`config.mk`:
```
export PLATFORM = sky130hd
export DESIGN_NAME = plp_ram
export DESIGN_NICKNAME = d
export VERILOG_FILES = /design/src/rtl/plp_ram.sv
export SDC_FILE = /design/constraint.sdc
export NUM_CORES = 1
export LEC_CHECK = 0
export ABC_AREA = 0
export ABC_CLOCK_PERIOD_IN_PS = 4100
export BUFFER_PORTS_ARGS = -buffer_cell sky130_fd_sc_hd__buf_4
export CAP_MARGIN = 20
export CELL_PAD_IN_SITES_DETAIL_PLACEMENT = 1
export CELL_PAD_IN_SITES_GLOBAL_PLACEMENT = 1
export CORE_MARGIN = 1.5
export CORE_UTILIZATION = 35
export CTS_BUF_LIST = sky130_fd_sc_hd__clkbuf_4
export CTS_CLUSTER_SIZE = 20
export DETAILED_ROUTE_END_ITERATION = 10
export PLACE_DENSITY_LB_ADDON = 0.2
export SYNTH_ARGS = -nofsm -noshare
export SYNTH_HDL_FRONTEND = slang
export SYNTH_SLANG_ARGS = --single-unit
```
`constraint.sdc`:
```
create_clock -name clock -period 4.1 [get_ports clock]
set_input_delay 0.41 -clock clock [delete_from_list [all_inputs] [get_ports clock]]
set_output_delay 0.41 -clock clock [all_outputs]
set_load 0.01 [all_outputs]
```
`src/rtl/plp_ram.sv`:
```
module plp_ram #(
   parameter int WIDTH = 8,
   parameter int DEPTH = 16
) (
   input  logic                     clock,
   input  logic                     wr_en,
   input  logic [$clog2(DEPTH)-1:0] wr_addr,
   input  logic [WIDTH-1:0]         wr_data,
   input  logic [$clog2(DEPTH)-1:0] rd_addr,
   output logic [WIDTH-1:0]         rd_data
);

   logic [WIDTH-1:0] mem [DEPTH];

   // One write port and one registered read port.
   always_ff @(posedge clock) begin
      if (wr_en) begin
         mem[wr_addr] <= wr_data;
      end
      rd_data <= mem[rd_addr];
   end

endmodule

```
# Word-level counts from Yosys, hierarchy flattened
# Memory sizes are Yosys's and may differ from the RTL's. A register that Yosys moved wholly into a read port is not among the register bits.
# Index checks and enable logic that the tools add are counted.
# word_totals
reg_bits,0
ramBits,128
input_bits,18
out_inout_bits,8
elab_cells,3
memories,1
# classes
mux,2
# memory_table
name,depth,width,rd,rd_ports_with_merged_regs,wr,line_no,text
mem,16,8,1,1,1,13,logic [WIDTH-1:0] mem [DEPTH];
# op_table
operator,n
$mux W1,2

# Logic depth before layout (Yosys ltp)
# depth
depth_word,2
ltp_mapped,5

# Worst setup path after synthesis
# OpenSTA, ideal clock, no wires.
# synth_timing
path_kind,input-to-reg
start,in wr_addr[2]
end,mem mem[0][0] (enable)
setup_ps,383
arrival_time_ps,1520
t_required_ps,3717
slack_ps,2197
cell_stages,2
cell_sequence,or3b_2 -> nor3_1
# synth_rtl
element,line_no,text
from (decl),7,"input logic [$clog2(DEPTH)-1:0] wr_addr,"
to (decl),13,
# Straight into the memory's write port.

# Worst setup path after layout
# layout_timing
start,in wr_addr[2]
end,mem mem[2][7] (enable)
# Straight into the memory's write port.

==> flow_metrics.tcl <==
set metrics [dict create \
    yosys_most_used_dff "edfxtp_1" \
    min-delay-start "wr_data[5]" \
    cap_violations 0 \
    hold_violations 0 \
    htreeDepth 4 \
    synth_common_cells "edfxtp_1 (128), mux4_2 (18), a22oi_1 (16)" \
    critPathLaunchType "input pin" \
    critPathBufInv 1 \
    reg2reg_from "mem[8][5]" \
    cts_setup_buffers 0 \
    viasPerCell 5.075 \
    grt_use_total 0.1444 \
    fin_ws_ns 2.465 \
    synth_most_common_cell "edfxtp_1" \
    hold_path_class "in -> reg" \
    synth_nets 247 \
    syn-instance-count 229 \
    finalPower_mw 2.672 \
    yosysUniqueCellTypes 19 \
    cpMaxStageDelayCell "nor2_1" \
    pin_count 26 \
    r2r_end "rd_data[5]" \
    skew_ns 0.01531 \
    die_w_um 124.3 \
    wl_um 10520 \
    p_leak_nw 1.914 \
    nets 287 \
    vias 2370 \
    holdPathStages 1 \
    yosysTopAreaCell "edfxtp_1" \
    place_worst_setup_slack_ns 1.916 \
    ant_nets 0 \
    cts_buffers 17 \
    status "completed" \
    max_freq_ghz 0.6117 \
    synth.area.top_cells "edfxtp_1 (75%), mux4_2 (7.9%), mux4_1 (7.1%), dfxtp_1 (3.1%), a22oi_1 (2.3%)" \
    core_um2 14420 \
    crit_path_end_kind "register" \
    drt_iter0_drc 186 \
    cts.reportedPaths.clkPinSlew_ns 0.12 \
    rsz0062_at_grt "no" \
    clock_sinks 136 \
    min_period_ns 1.635 \
    rr_worst_depth 3 \
    yosysWarnings 0 \
    fill_cells 1391 \
    firstDrtPassIters 4 \
    yosysSeqAreaShare 0.7778 \
    drv_slew 0 \
    avgSynthCellArea_um2 22.48 \
    synth_edf_count 128 \
    worstPathCellList "buf_4 -> or3b_2 -> nor2_1" \
    finalSetupViolCount 0 \
    overflow 0 \
    post_cts_resized 0 \
    hold_ws_ns 0.1919 \
    relSlewSlack 0.3284 \
    path_max_fanout 8 \
    clk_path_buf_depth 2 \
    antenna_found_initial 1 \
    synth.top_cell.area_share 0.7467 \
    hpwl_um 6501 \
    vdd_drop_max_mv 0.1711 \
    clockRootBuffer "clkbuf_4" \
    p_per_area_nw_per_um2 457.0 \
    clk_latency_ns 0.52 \
    grt_pass1_wl_um 15940 \
    drive_gt1_frac 0.2801 \
    port_buffers 25 \
    start_util 0.3569 \
    wl_per_cell_um 22.53 \
    regToRegSetupSlack_ns 2.72 \
    hold_buffers 0 \
    syn_to_final_growth_pct 13.61 \
    grt_max_degree 33 \
    die-height_um 124.3 \
    tritoncts "yes" \
    synth_seq_cells 136 \
    syn-cell-area_um2 5147 \
    tightest_slew_ns 1.004 \
    async_flop_share 0 \
    min_to "mem[2][5]" \
    crit_family "simple AND/OR/NAND/NOR gates" \
    cp_data_required_time_ns 4.24 \
    rows 44 \
    gp_congestion 0.6850 \
    drc_errors 0 \
    worst_ep_arrival_time_ns 1.77 \
    slowest_delay_ns 0.73 \
    die_area_um2 15440 \
    grt_pass1_vias 2527 \
    critPathKind "in -> reg" \
    finalCritPeriodShare 0.3987 \
    setup_tns_ns 0 \
]
## routing by layer
layer / track usage / wire length (µm) / up-vias
li1: - / - / 1054
met1: 0.1837 / 4569 / 1266
met2: 0.2395 / 5572 / 41
met3: 0.03866 / 266 / 9
met4: 0.05071 / 111 / 0
met5: 0 / 0 / -
## state kept, by name (all words and copies together) (netlist names)
signal,count
mem,128
rd_data,8
## cell usage in the layout (no fill, tap or decap)
cell | synthesis | layout
a22oi_1 | 16 | 16
and2_1 | 1 | 1
and2b_1 | 1 | 1
buf_4 | 1 | 29
buf_6 | 3 | 2
bufinv_16 | 0 | 4
clkbuf_4 | 0 | 21
clkinv_1 | 0 | 3
clkinv_2 | 0 | 2
clkinvlp_4 | 0 | 2
dfxtp_1 | 8 | 8
diode_2 | 0 | 1
edfxtp_1 | 128 | 128
mux4_1 | 14 | 14
mux4_2 | 18 | 18
nand2_1 | 9 | 9
nand2b_1 | 2 | 2
nand3_1 | 1 | 1
nand3b_1 | 2 | 2
nor2_1 | 13 | 13
nor2b_1 | 1 | 1
nor3_1 | 4 | 4
or3b_2 | 1 | 1
## report_power, final
group | internal [mW] | total [mW] | switching, mW
clock network | 0.504 | 0.962 | 0.458
logic | 0.0658 | 0.148 | 0.0819
registers | 1.55 | 1.56 | 0.0110
total | 2.12 | 2.67 | 0.551
## stage by stage
step	cells	area [µm²]	utilization
3_3_place_gp	432	5509	0.3819
3_5_place_dp	432	5509	0.3819
2_1_floorplan	229	5147	-
4_1_cts	464	5823	0.4037
5_1_grt	467	5848	0.4054
6_report	467	5848	0.4054
## worst max path at each step
stage / from / cells past startpoint / slack [ns] / endpoint
after global routing: wr_addr[2] / 3 / 2.42 / mem[2][0]
after CTS: wr_addr[2] / 3 / 2.49 / mem[3][0]
after global placement: wr_addr[2] / 3 / 1.91 / mem[1][1]
final: wr_addr[2] / 3 / 2.47 / mem[2][7]
after detailed placement: wr_addr[2] / 3 / 1.92 / mem[3][3]
after floorplan: wr_addr[2] / 2 / 2.20 / mem[0][0]
## layout make-up
| type | instances | area, µm² | area share |
|---|---|---|---|
| sequential | 136 | 4004 | 0.6846 |
| multi-input combinational | 83 | 1057 | 0.1808 |
| timing repair buffer | 31 | 240.2 | 0.04108 |
| tap | 184 | 230.2 | 0.03937 |
| clock buffer | 21 | 157.7 | 0.02696 |
| clock inverter | 11 | 156.4 | 0.02674 |
| antenna | 1 | 2.502 | 0.0004279 |
## cells by family after synthesis
| family | share of synthesized area |
|---|---|
| buffers and inverters | 0.01677 |
| AO/OA/AOI/OAI | 0.02334 |
| AND/OR/NAND/NOR | 0.03184 |
| flip-flops | 0.7778 |
| multiplexers | 0.1502 |
Note: power is estimated with default switching activity, not from simulation.
